--- src/rtl/i2cbl_pkg.sv ---
// Types and constants for the bit-level I2C master sequencer.
// No dependencies; every other file imports this package.
`default_nettype none

package i2cbl_pkg;

    typedef enum logic [2:0] {
        ACT_TICK  = 3'd0,
        ACT_START = 3'd1,
        ACT_STOP  = 3'd2,
        ACT_WRITE = 3'd3,
        ACT_READ  = 3'd4,
        ACT_CHECK = 3'd5,
        ACT_ACK   = 3'd6,
        ACT_NACK  = 3'd7
    } action_t;

    localparam int unsigned BYTE_W   = 8;
    localparam int unsigned IDX_W    = 5;
    localparam int unsigned QDEPTH   = 2;
    localparam int unsigned QPTR_W   = 1;
    localparam int unsigned QCNT_W   = 2;

    localparam logic [IDX_W-1:0] WRITE_LAST = IDX_W'(23);
    localparam logic [IDX_W-1:0] READ_LAST  = IDX_W'(15);
    localparam logic [IDX_W-1:0] SHORT_LAST = IDX_W'(2);

    typedef logic [1:0] phase_t;
    localparam phase_t PH_FIRST  = 2'd0;
    localparam phase_t PH_SECOND = 2'd1;
    localparam phase_t PH_THIRD  = 2'd2;

    typedef struct packed {
        logic              is_cmd;
        action_t           action;
        logic [BYTE_W-1:0] write_data;
        logic              sda_in;
    } qitem_t;

endpackage

`default_nettype wire

--- src/rtl/i2cbl_if.sv ---
// Valid/ready channel interfaces for request items and result items.
// Depends on i2cbl_pkg.
`default_nettype none

interface i2cbl_req_if;
    import i2cbl_pkg::*;
    logic              valid;
    logic              ready;
    logic [2:0]        action;
    logic [BYTE_W-1:0] write_data;
    logic              sda_in;

    modport source (output valid, action, write_data, sda_in, input ready);
    modport sink   (input valid, action, write_data, sda_in, output ready);
endinterface

interface i2cbl_res_if;
    import i2cbl_pkg::*;
    logic              valid;
    logic              ready;
    logic              scl_level;
    logic              sda_level;
    logic              sda_drive;
    logic              busy_res;
    logic              done_res;
    logic [BYTE_W-1:0] read_data;
    logic              ack_seen;
    logic              rejected;

    modport source (output valid, scl_level, sda_level, sda_drive, busy_res, done_res,
                    read_data, ack_seen, rejected, input ready);
    modport sink   (input valid, scl_level, sda_level, sda_drive, busy_res, done_res,
                    read_data, ack_seen, rejected, output ready);
endinterface

`default_nettype wire

--- src/rtl/i2cbl_front.sv ---
// Front end: accepts requests and classifies them as tick or command.
// Depends on i2cbl_pkg and i2cbl_if.
`default_nettype none

module i2cbl_front (
    i2cbl_req_if.sink           items,
    input  wire logic           q_full,
    output i2cbl_pkg::qitem_t   push_item,
    output logic                push
);
    import i2cbl_pkg::*;

    action_t act;

    assign act   = action_t'(items.action);
    assign items.ready = !q_full;
    assign push  = items.valid && !q_full;

    always_comb
    begin
        push_item.is_cmd     = (act != ACT_TICK);
        push_item.action     = act;
        push_item.write_data = (act == ACT_WRITE) ? items.write_data : '0;
        push_item.sda_in     = (act == ACT_TICK) ? items.sda_in : 1'b0;
    end
endmodule

`default_nettype wire

--- src/rtl/i2cbl_queue.sv ---
// Two-entry queue between the front end and the bit sequencer.
// Depends on i2cbl_pkg.
`default_nettype none

module i2cbl_queue (
    input  wire logic               clk,
    input  wire logic               rst_n,
    input  wire logic               push,
    input  wire i2cbl_pkg::qitem_t  push_item,
    output logic                    full,
    input  wire logic               pop,
    output logic                    not_empty,
    output i2cbl_pkg::qitem_t       head
);
    import i2cbl_pkg::*;

    qitem_t              mem_reg [QDEPTH];
    logic [QPTR_W-1:0]   wr_ptr_reg;
    logic [QPTR_W-1:0]   wr_ptr_next;
    logic [QPTR_W-1:0]   rd_ptr_reg;
    logic [QPTR_W-1:0]   rd_ptr_next;
    logic [QCNT_W-1:0]   count_reg;
    logic [QCNT_W-1:0]   count_next;
    logic                do_pop;

    assign full      = (count_reg == QCNT_W'(QDEPTH));
    assign not_empty = (count_reg != '0);
    assign head      = mem_reg[rd_ptr_reg];
    assign do_pop    = pop && not_empty;

    always_comb
    begin
        wr_ptr_next = push ? wr_ptr_reg + 1'b1 : wr_ptr_reg;
        rd_ptr_next = do_pop ? rd_ptr_reg + 1'b1 : rd_ptr_reg;
        count_next  = count_reg + QCNT_W'(push) - QCNT_W'(do_pop);
    end

    always_ff @(posedge clk)
    begin
        if (push)
        begin
            mem_reg[wr_ptr_reg] <= push_item;
        end
    end

    always_ff @(posedge clk or negedge rst_n)
    begin
        if (!rst_n)
        begin
            wr_ptr_reg <= '0;
            rd_ptr_reg <= '0;
            count_reg  <= '0;
        end
        else
        begin
            wr_ptr_reg <= wr_ptr_next;
            rd_ptr_reg <= rd_ptr_next;
            count_reg  <= count_next;
        end
    end
endmodule

`default_nettype wire

--- src/rtl/i2cbl_seq.sv ---
// Back end: runs the period programs of each command and registers results.
// Depends on i2cbl_pkg and i2cbl_if.
`default_nettype none

module i2cbl_seq (
    input  wire logic               clk,
    input  wire logic               rst_n,
    input  wire logic               q_valid,
    input  wire i2cbl_pkg::qitem_t  q_head,
    output logic                    pop,
    i2cbl_res_if.source             results
);
    import i2cbl_pkg::*;

    action_t             cmd_reg,   cmd_next;
    logic [IDX_W-1:0]    idx_reg,   idx_next;
    phase_t              phase_reg, phase_next;
    logic [BYTE_W-1:0]   shift_reg, shift_next;
    logic [BYTE_W-1:0]   rx_reg,    rx_next;
    logic                ack_reg,   ack_next;
    logic                scl_reg,   scl_next;
    logic                sda_reg,   sda_next;
    logic                dir_reg,   dir_next;
    logic                done_next;
    logic                rej_next;
    logic                enter;
    logic                last;
    logic                out_valid_reg;
    logic                busy_out_reg;
    logic                done_out_reg;
    logic                rej_out_reg;

    assign pop = q_valid && (!out_valid_reg || results.ready);

    always_comb
    begin
        cmd_next   = cmd_reg;
        idx_next   = idx_reg;
        phase_next = phase_reg;
        shift_next = shift_reg;
        rx_next    = rx_reg;
        ack_next   = ack_reg;
        scl_next   = scl_reg;
        sda_next   = sda_reg;
        dir_next   = dir_reg;
        done_next  = 1'b0;
        rej_next   = 1'b0;
        enter      = 1'b0;
        last       = 1'b0;

        if (q_head.is_cmd)
        begin
            if (cmd_reg != ACT_TICK)
            begin
                rej_next = 1'b1;
            end
            else
            begin
                cmd_next   = q_head.action;
                idx_next   = '0;
                phase_next = PH_FIRST;
                if (q_head.action == ACT_WRITE)
                begin
                    shift_next = q_head.write_data;
                end
                enter = 1'b1;
            end
        end
        else if (cmd_reg != ACT_TICK)
        begin
            if (cmd_reg == ACT_READ && !idx_reg[0])
            begin
                shift_next = {shift_reg[BYTE_W-2:0], q_head.sda_in};
            end
            if (cmd_reg == ACT_CHECK && phase_reg == PH_SECOND)
            begin
                ack_next = !q_head.sda_in;
            end
            if (cmd_reg == ACT_WRITE && phase_reg == PH_THIRD)
            begin
                shift_next = {shift_reg[BYTE_W-2:0], 1'b0};
            end

            case (cmd_reg)
                ACT_WRITE: last = (idx_reg == WRITE_LAST);
                ACT_READ:  last = (idx_reg == READ_LAST);
                default:   last = (idx_reg == SHORT_LAST);
            endcase

            if (last)
            begin
                if (cmd_reg == ACT_WRITE || cmd_reg == ACT_ACK)
                begin
                    sda_next = 1'b1;
                end
                if (cmd_reg == ACT_READ)
                begin
                    rx_next  = shift_next;
                    dir_next = 1'b1;
                end
                if (cmd_reg == ACT_CHECK)
                begin
                    dir_next = 1'b1;
                end
                cmd_next   = ACT_TICK;
                idx_next   = '0;
                phase_next = PH_FIRST;
                done_next  = 1'b1;
            end
            else
            begin
                idx_next   = idx_reg + 1'b1;
                phase_next = (phase_reg == PH_THIRD) ? PH_FIRST : phase_reg + 1'b1;
                enter      = 1'b1;
            end
        end

        if (enter)
        begin
            case (cmd_next)
                ACT_START:
                begin
                    case (phase_next)
                        PH_FIRST:
                        begin
                            scl_next = 1'b1;
                            sda_next = 1'b1;
                            dir_next = 1'b1;
                        end
                        PH_SECOND: sda_next = 1'b0;
                        default:   scl_next = 1'b0;
                    endcase
                end
                ACT_STOP:
                begin
                    case (phase_next)
                        PH_FIRST:
                        begin
                            dir_next = 1'b1;
                            scl_next = 1'b0;
                            sda_next = 1'b0;
                        end
                        PH_SECOND: scl_next = 1'b1;
                        default:   sda_next = 1'b1;
                    endcase
                end
                ACT_WRITE:
                begin
                    case (phase_next)
                        PH_FIRST:
                        begin
                            dir_next = 1'b1;
                            sda_next = shift_next[BYTE_W-1];
                        end
                        PH_SECOND: scl_next = 1'b1;
                        default:   scl_next = 1'b0;
                    endcase
                end
                ACT_READ:
                begin
                    if (!idx_next[0])
                    begin
                        dir_next = 1'b0;
                        scl_next = 1'b1;
                    end
                    else
                    begin
                        scl_next = 1'b0;
                    end
                end
                ACT_CHECK:
                begin
                    case (phase_next)
                        PH_FIRST:  dir_next = 1'b0;
                        PH_SECOND: scl_next = 1'b1;
                        default:   scl_next = 1'b0;
                    endcase
                end
                ACT_ACK, ACT_NACK:
                begin
                    case (phase_next)
                        PH_FIRST:
                        begin
                            dir_next = 1'b1;
                            sda_next = (cmd_next == ACT_NACK);
                        end
                        PH_SECOND: scl_next = 1'b1;
                        default:   scl_next = 1'b0;
                    endcase
                end
                default:
                begin
                end
            endcase
        end
    end

    always_ff @(posedge clk or negedge rst_n)
    begin
        if (!rst_n)
        begin
            cmd_reg       <= ACT_TICK;
            idx_reg       <= '0;
            phase_reg     <= PH_FIRST;
            shift_reg     <= '0;
            rx_reg        <= '0;
            ack_reg       <= 1'b0;
            scl_reg       <= 1'b1;
            sda_reg       <= 1'b1;
            dir_reg       <= 1'b1;
            out_valid_reg <= 1'b0;
            busy_out_reg  <= 1'b0;
            done_out_reg  <= 1'b0;
            rej_out_reg   <= 1'b0;
        end
        else
        begin
            if (pop)
            begin
                cmd_reg       <= cmd_next;
                idx_reg       <= idx_next;
                phase_reg     <= phase_next;
                shift_reg     <= shift_next;
                rx_reg        <= rx_next;
                ack_reg       <= ack_next;
                scl_reg       <= scl_next;
                sda_reg       <= sda_next;
                dir_reg       <= dir_next;
                busy_out_reg  <= (cmd_next != ACT_TICK);
                done_out_reg  <= done_next;
                rej_out_reg   <= rej_next;
                out_valid_reg <= 1'b1;
            end
            else if (results.ready)
            begin
                out_valid_reg <= 1'b0;
            end
        end
    end

    assign results.valid     = out_valid_reg;
    assign results.scl_level = scl_reg;
    assign results.sda_level = sda_reg;
    assign results.sda_drive = dir_reg;
    assign results.busy_res  = busy_out_reg;
    assign results.done_res  = done_out_reg;
    assign results.read_data = rx_reg;
    assign results.ack_seen  = ack_reg;
    assign results.rejected  = rej_out_reg;
endmodule

`default_nettype wire

--- src/rtl/i2c_bit_level_master.sv ---
// Bit-level I2C master sequencer. Each request is a command (start, stop, write
// byte, read byte, check ack, send ack, send nack) or a tick that ends one bus
// period and carries the sampled SDA level; every request yields exactly one
// result with the SCL/SDA levels and SDA direction for the coming period, status
// flags, the last read byte and the last ack check. A command while busy is
// rejected. One request is accepted per cycle while the queue is not full; it is
// written into the two-entry request queue, and the sequencer takes it from the
// queue and registers its result at the same edge, once the result register is
// empty or its result is being taken. A result held by the receiver freezes the
// sequencer; the queue then fills and input stalls. Throughput is set by the single
// sequencer state update, one request per cycle while the receiver takes results.
// Depends on i2cbl_pkg, i2cbl_if, i2cbl_front, i2cbl_queue and i2cbl_seq.
`default_nettype none

module i2c_bit_level_master (
    input  wire logic   clk,
    input  wire logic   rst_n,
    i2cbl_req_if.sink   items,
    i2cbl_res_if.source results
);
    import i2cbl_pkg::*;

    qitem_t push_item;
    qitem_t head;
    logic   push;
    logic   full;
    logic   pop;
    logic   not_empty;

    i2cbl_front u_front (
        .items     (items),
        .q_full    (full),
        .push_item (push_item),
        .push      (push)
    );

    i2cbl_queue u_queue (
        .clk       (clk),
        .rst_n     (rst_n),
        .push      (push),
        .push_item (push_item),
        .full      (full),
        .pop       (pop),
        .not_empty (not_empty),
        .head      (head)
    );

    i2cbl_seq u_seq (
        .clk     (clk),
        .rst_n   (rst_n),
        .q_valid (not_empty),
        .q_head  (head),
        .pop     (pop),
        .results (results)
    );
endmodule

`default_nettype wire

--- src/flat_wrapper.sv ---
// flat-port wrapper written by rule: the top's interface ports become plain ports
module i2c_bit_level_master_flat import i2cbl_pkg::*;
  (clk, rst_n, items_valid, items_action, items_write_data, items_sda_in, items_ready, results_valid, results_scl_level, results_sda_level, results_sda_drive, results_busy_res, results_done_res, results_read_data, results_ack_seen, results_rejected, results_ready);
  i2cbl_req_if items_i ();
  i2cbl_res_if results_i ();
  input  wire logic clk;
  input  wire logic rst_n;
  input wire logic [$bits(items_i.valid)-1:0] items_valid;
  input wire logic [$bits(items_i.action)-1:0] items_action;
  input wire logic [$bits(items_i.write_data)-1:0] items_write_data;
  input wire logic [$bits(items_i.sda_in)-1:0] items_sda_in;
  output wire logic [$bits(items_i.ready)-1:0] items_ready;
  output wire logic [$bits(results_i.valid)-1:0] results_valid;
  output wire logic [$bits(results_i.scl_level)-1:0] results_scl_level;
  output wire logic [$bits(results_i.sda_level)-1:0] results_sda_level;
  output wire logic [$bits(results_i.sda_drive)-1:0] results_sda_drive;
  output wire logic [$bits(results_i.busy_res)-1:0] results_busy_res;
  output wire logic [$bits(results_i.done_res)-1:0] results_done_res;
  output wire logic [$bits(results_i.read_data)-1:0] results_read_data;
  output wire logic [$bits(results_i.ack_seen)-1:0] results_ack_seen;
  output wire logic [$bits(results_i.rejected)-1:0] results_rejected;
  input wire logic [$bits(results_i.ready)-1:0] results_ready;
  assign items_i.valid = items_valid;
  assign items_i.action = items_action;
  assign items_i.write_data = items_write_data;
  assign items_i.sda_in = items_sda_in;
  assign items_ready = items_i.ready;
  assign results_valid = results_i.valid;
  assign results_scl_level = results_i.scl_level;
  assign results_sda_level = results_i.sda_level;
  assign results_sda_drive = results_i.sda_drive;
  assign results_busy_res = results_i.busy_res;
  assign results_done_res = results_i.done_res;
  assign results_read_data = results_i.read_data;
  assign results_ack_seen = results_i.ack_seen;
  assign results_rejected = results_i.rejected;
  assign results_i.ready = results_ready;
  i2c_bit_level_master u_core (.clk(clk), .rst_n(rst_n), .items(items_i), .results(results_i));
endmodule
--- config.mk ---
export PLATFORM = sky130hd
export DESIGN_NAME = i2c_bit_level_master_flat
export DESIGN_NICKNAME = d
export VERILOG_FILES = /design/src/rtl/i2cbl_pkg.sv /design/src/rtl/i2cbl_if.sv /design/src/rtl/i2cbl_front.sv /design/src/rtl/i2cbl_queue.sv /design/src/rtl/i2cbl_seq.sv /design/src/rtl/i2c_bit_level_master.sv /design/src/flat_wrapper.sv
export SDC_FILE = /design/constraint.sdc
export NUM_CORES = 1
export LEC_CHECK = 0
export ABC_CLOCK_PERIOD_IN_PS = 2800
export BUFFER_PORTS_ARGS = -buffer_cell sky130_fd_sc_hd__buf_2
export CAP_MARGIN = 20
export CORE_UTILIZATION = 45
export CTS_BUF_LIST = sky130_fd_sc_hd__clkbuf_8 sky130_fd_sc_hd__clkbuf_16
export DETAILED_ROUTE_END_ITERATION = 6
export PLACE_DENSITY = 0.75
export SLEW_MARGIN = 20
export SYNTH_ARGS = -nofsm -noshare
export SYNTH_HDL_FRONTEND = slang
export SYNTH_HIERARCHICAL = 1
export SYNTH_SLANG_ARGS = --single-unit
--- constraint.sdc ---
create_clock -name clk -period 2.8 [get_ports clk]
set_input_delay 0.56 -clock clk [delete_from_list [all_inputs] [get_ports clk]]
set_output_delay 0.56 -clock clk [all_outputs]
set_load 0.02 [all_outputs]
* Word-level counts from Yosys, hierarchy flattened
Memory sizes are Yosys's and may differ from the RTL's.
Cells that the tools add are included.
** Storage, ports and cells
- Word-level logic and storage cells :: 142
- Output and inout bits :: 17
- Register bits after elaboration :: 38
- Input bits :: 16
- Memories kept :: 1
- Bits in writable memories :: 26
** Memory list
- u_core.u_queue.mem_reg :: depth 2, width 13, read ports 1, clocked after Yosys merged registers in 0, wr ports 1, RTL line i2cbl_queue.sv:17 : qitem_t mem_reg [QDEPTH];
** Operators by class
- Add/sub/neg operators :: 6
- Bitwise gates (word level) :: 1
- Multiplexer cells :: 62
- Eq/ne operators :: 24
- Reduce and logical (&&, ||, !) cells :: 30
** Operator list (count)
- $mux 8 :: 7
- $mux 1 :: 33
- $eq 3x3->1 const B :: 7
- $mux 5 :: 4
- $eq 3x2->1 const B :: 5
- $mux 3 :: 4
- $pmux 1 s2 :: 6
- $mux 2 :: 5
- $reduce_bool 3->1 :: 3
- $pmux 1 s4 :: 2
- $reduce_and 4->1 :: 2
- $reduce_bool 2->1 :: 4
- $logic_and 1x1->1 :: 6
- $ne 2x2->1 const B :: 3
- $reduce_and 6->1 :: 1
- $add 5x1->5 const B :: 1
- $eq 5x2->1 const B :: 1
- $eq 5x4->1 const B :: 1
- $eq 5x5->1 const B :: 1
- $reduce_and 5->1 :: 1
- $reduce_or 5->1 :: 1
- $eq 2x1->1 const B :: 2
- $eq 2x2->1 const B :: 2
- $logic_not 1->1 :: 4
- 15 further kinds :: 17

* Logic depth before layout (Yosys ltp)
- Depth after elaboration :: 11
- Gate-level depth with buffers :: 10
- Gate-level depth less buffers :: 9

* Hierarchy
The synthesis kept the hierarchy.
** Modules (own cells, without submodules)
- i2cbl_seq :: times used 1, area each 2159.6 sq um, cells an instance 255
- i2cbl_queue :: times used 1, area each 1138.6 sq um, cells an instance 57
- i2cbl_front :: times used 1, area each 133.9 sq um, cells an instance 15

* Worst setup path after synthesis
Ideal clock, no wire load.
- Path kind :: reg2reg
- Start point :: reg u_core.u_queue.rd_ptr_reg
- End point :: reg u_core.u_seq.scl_reg, in the netlist u_core/u_seq/results.scl_level
- Data required time :: 2.715 ns
- Period minus slack after synthesis :: 2.621 ns
- Setup slack :: 0.179 ns
- Cell stages (with the launch flop) :: 11
- Arrival :: 2.537 ns
- Setup time :: 0.085 ns
- Cells stage by stage :: dfrtp_1 buf_6 mux2_2 clkbuf_1 nor2b_1 a21oi_1 maj3_1 o21ai_0 a41oi_1 o211ai_1 mux2_1
** RTL lines
- start: declaration :: RTL line i2cbl_queue.sv:20 : logic [QPTR_W-1:0] rd_ptr_reg;
- start signal: assignment :: RTL line i2cbl_queue.sv:57 : rd_ptr_reg <= rd_ptr_next;
- end signal: assignment :: RTL line i2cbl_seq.sv:226 : scl_reg <= scl_next;
- end: declaration :: RTL line i2cbl_seq.sv:21 : logic scl_reg, scl_next;

* Worst setup path in the final report
- Start point :: reg u_core.u_seq.cmd_reg[2]
- End point :: reg u_core.u_seq.sda_reg, in the netlist u_core/u_seq/results.sda_level
** Between the ends
- Word-level cells in the longest chain between the ends :: 11
** Ends and longest elaborated chain
- start: declaration :: RTL line i2cbl_seq.sv:15 : action_t cmd_reg, cmd_next;
- start signal: assignment :: RTL line i2cbl_seq.sv:220 : cmd_reg <= cmd_next;
- $eq 3x3->1 or $eq 3x2->1 (tied branches)
- $pmux 1 s2 :: RTL line i2cbl_seq.sv:84 : case (cmd_reg)
- $mux 1 :: RTL line i2cbl_seq.sv:69 : else if (cmd_reg != ACT_TICK)
- $mux 1 :: RTL line i2cbl_seq.sv:51 : if (q_head.is_cmd)
- $mux 2 or $mux 3 (tied branches) :: RTL line i2cbl_seq.sv:90 : if (last)
- $mux 2 or $mux 3 (tied branches) :: RTL line i2cbl_seq.sv:69
- $mux 2 or $mux 3 (tied branches) :: RTL line i2cbl_seq.sv:51
- $eq 2x1->1 (tied with other cells) :: RTL line i2cbl_seq.sv:123, i2cbl_seq.sv:136
- $pmux 1 s2 (tied with other cells) :: RTL line i2cbl_seq.sv:136 : case (phase_next)
- $pmux 1 s4 :: RTL line i2cbl_seq.sv:120 : case (cmd_next)
- $mux 1 (*) :: RTL line i2cbl_seq.sv:118 : if (enter)
- end signal: assignment :: RTL line i2cbl_seq.sv:227 : sda_reg <= sda_next;
- end: declaration :: RTL line i2cbl_seq.sv:22 : logic sda_reg, sda_next;
Every way passes the cells marked *; elsewhere a longest branch is shown, timed or not. The select of a mux whose other input is x is not followed.
A chain may end at the register's enable or synchronous reset.

==> results.sh <==
export IMPL_status="finished clean"
export IMPL_nets=389
export IMPL_dieHeight_um=89.33
export IMPL_ant_nets=0
export IMPL_io_buffers=32
export IMPL_synth_common_cells="dfrtp_1, nand2_1, edfxtp_1"
export IMPL_drv_cap=0
export IMPL_power_switching_mw=1.874
export IMPL_clockRootBuffer="clkbuf_8"
export IMPL_dieArea_mm2=0.007980
export IMPL_synth_avg_cell_area_um2=10.50
export IMPL_dr_pass1_iters=5
export IMPL_async_reset_ff_share_pct=59.38
export IMPL_drv_slew=0
export IMPL_p_int_mw=2.768
export IMPL_synth_cells=327
export IMPL_power_frac_comb_pct=46.0
export IMPL_slew_limit_headroom_pct=42.82
export IMPL_synth_cell_type_count=60
export IMPL_grt_pass1_wl_mm=12.09
export IMPL_fmax_mhz=387.5
export IMPL_cp_arrival_ns=2.84
export IMPL_reg2reg_depth=8
export IMPL_die_x_um=89.33
export IMPL_cts_setup_buffers=0
export IMPL_syn_nets=348
export IMPL_cts_tree="built"
export IMPL_setup_viol=0
export IMPL_critPathCaptureType="flip-flop"
export IMPL_vias=2635
export IMPL_area_delta_synth_final_pct=16.37
export IMPL_fin_ws_ns=0.2191
export IMPL_drive_gt1_share_pct=23.86
export IMPL_num_rows=31
export IMPL_r2r_setup_slack_ns=0.22
export IMPL_largest_register_ffs=26
export IMPL_finalHoldViolCount=0
export IMPL_cts_max_path_buffers=2
export IMPL_post_route_min_period_ns=2.581
export IMPL_yosysMostFrequentCell="dfrtp_1"
export IMPL_worst_pin_slew_ns=0.8576
export IMPL_synth_area_mm2=0.003432
export IMPL_cts_resized=0
export IMPL_required_ns=3.06
export IMPL_synth_edff_count=26
export IMPL_viasPerCell=5.583
export IMPL_p_clk_share_pct=21.2
export IMPL_final_util_pct=54.48
export IMPL_tns_ns=0
export IMPL_hp_class="input port to async pin"
export IMPL_grt_usage_pct=20.36
export IMPL_grt_max_degree=39
export IMPL_clk_pin_slew_worst_paths_ns=0.07
export IMPL_htreeDepth=3
export IMPL_io_pins=33
export IMPL_ys_flop_type="dfrtp_1"
export IMPL_coreArea_mm2=0.007331
export IMPL_grt_pass1_vias=2474
export IMPL_start_util_pct=46.82
export IMPL_antenna_found_initial=0
export IMPL_sw_frac_of_total_pct=40.37
export IMPL_critical_path_class="flip-flop to flip-flop"
export IMPL_timing_rr_start="u_core/u_seq/cmd_reg[2]$_DFFE_PN0P_"
export IMPL_pre_cts_slack_ns=0.3043
export IMPL_synth_area_leaders="dfrtp_1, edfxtp_1, mux2_2, nand2_1, o21ai_0"
export IMPL_antenna_cells=0
export IMPL_numClockSinks=64
export IMPL_rsz0062_at_grt="no"
export IMPL_finClkSkew_ns=0.008332
export IMPL_fin_crit_sh_pct=92.18
export IMPL_yosys_register_bits=64
export IMPL_cts_buffers=9
export IMPL_grt_ovfl_total=0
export IMPL_ys_warnings_count=6
export IMPL_drc=0
export IMPL_cts_hold_buf=0
export IMPL_p_leak_nw=1.674
export IMPL_start_kind="flip-flop"
export IMPL_cp_max_fo=8
export IMPL_r2r_end="u_core/u_seq/results.sda_level$_DFFE_PN1P_"
export IMPL_place_gp_congestion=0.9299
export IMPL_p_per_area_mw_per_mm2=1162
export IMPL_drt_iter0_markers=212
export IMPL_clk_latency_ns=0.34
export IMPL_filler_cell_count=653
export IMPL_seqPwrFrac_pct=32.8
export IMPL_synth_top_area_cell="dfrtp_1"
export IMPL_hpwl_mm=5.332
export IMPL_routed_wl_mm=7.443
export IMPL_yosys_area_top_type_share_pct=25.52
export IMPL_routedWlPerCell_um=15.77
export IMPL_synth_seq_area_share_pct=50.57
export IMPL_ir_worst_vdd_uv=429.2
==> power by group through the flow <==
stage / sequential [mW] / clock [mW] / combinational (mW)
5_1_grt: 1.56 / 1.05 / 2.34
2_1_floorplan: 1.57 / 0 / 1.44
6_report: 1.52 / 0.984 / 2.14
3_3_place_gp: 1.52 / 0 / 2.08
3_5_place_dp: 1.54 / 0 / 2.11
4_1_cts: 1.52 / 1.01 / 2.13
==> layout make-up <==
class / count / area [um^2] / area share, %
clock buffer: 9 / 123.9 / 3.102
clock inverter: 7 / 127.6 / 3.195
inverter: 12 / 45.04 / 1.128
multi-input combinational: 233 / 1558 / 39.00
sequential: 64 / 1735 / 43.45
tap: 99 / 123.9 / 3.102
timing repair buffer: 48 / 280.3 / 7.018
==> placed cells by master (no fill, tap or decap), types with 4 or more instances in the layout <==
cell,netlist,layout
mux2i_1,10,10
buf_2,0,32
o21ai_0,23,23
nor2_1,24,24
nand2b_1,4,4
or3_1,4,4
ha_1,5,5
o31ai_1,4,4
inv_1,10,10
clkbuf_8,0,9
a22oi_1,8,8
edfxtp_1,26,26
xnor2_1,4,4
buf_4,3,16
mux2_2,13,13
nor2b_1,7,7
nand3_1,8,8
nand2_1,32,32
and4b_2,5,5
a21oi_1,17,17
a31oi_1,6,6
dfrtp_1,35,35
==> worst max-delay path, cell delays in order (launching register included) <==
cell	delay, ns
dfrtp_1	0.46
buf_4	0.20
or3_1	0.49
inv_2	0.18
maj3_1	0.20
a21oi_1	0.07
o21a_1	0.17
or4_1	0.52
a41oi_1	0.22
==> stage by stage <==
stage | total power [mW] | cells | cell area, um^2 | hold WS (ns)
floorplan | 3.010 | 327 | 3432 | 0.2644
global placement | 3.599 | 456 | 3742 | 0.4564
detailed placement | 3.643 | 456 | 3742 | 0.4576
CTS | 4.656 | 472 | 3994 | 0.3497
global route | 4.948 | 472 | 3994 | 0.3960
finish | 4.643 | 472 | 3994 | 0.3302
==> cells by family (layout without fill, tap and decap cells) <==
kind of cell / after synthesis / count (layout) / share of synthesized area (%)
flops: 64 / 64 / 50.57
mux: 25 / 25 / 7.838
buf+inv: 30 / 76 / 4.047
compound gates: 86 / 86 / 15.97
xor+xnor: 7 / 7 / 1.786
fa+ha+maj: 7 / 7 / 2.406
simple gates: 108 / 108 / 17.39
==> routing by layer <==
layer	global-route usage (%)	up-vias	share of wire, %
met2	32.41	83	47
met3	5.263	6	5.3
met1	27.81	1252	47
met5	0	-	0
met4	5.195	0	0.52
li1	-	1294	-
==> how the worst max path moves through the flow <==
stage               cells after the start                                    endpoint  slack, ns                             startpoint
detailed placement                      8  u_core/u_seq/results.sda_level$_DFFE_PN1P_       0.30    u_core/u_seq/cmd_reg[2]$_DFFE_PN0P_
floorplan                              10  u_core/u_seq/results.scl_level$_DFFE_PN1P_       0.18  u_core/u_queue/rd_ptr_reg$_DFFE_PN0P_
global placement                        7  u_core/u_seq/results.sda_level$_DFFE_PN1P_       0.39    u_core/u_seq/cmd_reg[0]$_DFFE_PN0P_
CTS                                     8  u_core/u_seq/results.sda_level$_DFFE_PN1P_       0.25    u_core/u_seq/cmd_reg[2]$_DFFE_PN0P_
finish                                  8  u_core/u_seq/results.sda_level$_DFFE_PN1P_       0.22    u_core/u_seq/cmd_reg[2]$_DFFE_PN0P_
global route                            8  u_core/u_seq/results.sda_drive$_DFFE_PN1P_       0.08    u_core/u_seq/cmd_reg[0]$_DFFE_PN0P_
(Power assumes the default switching activity.)
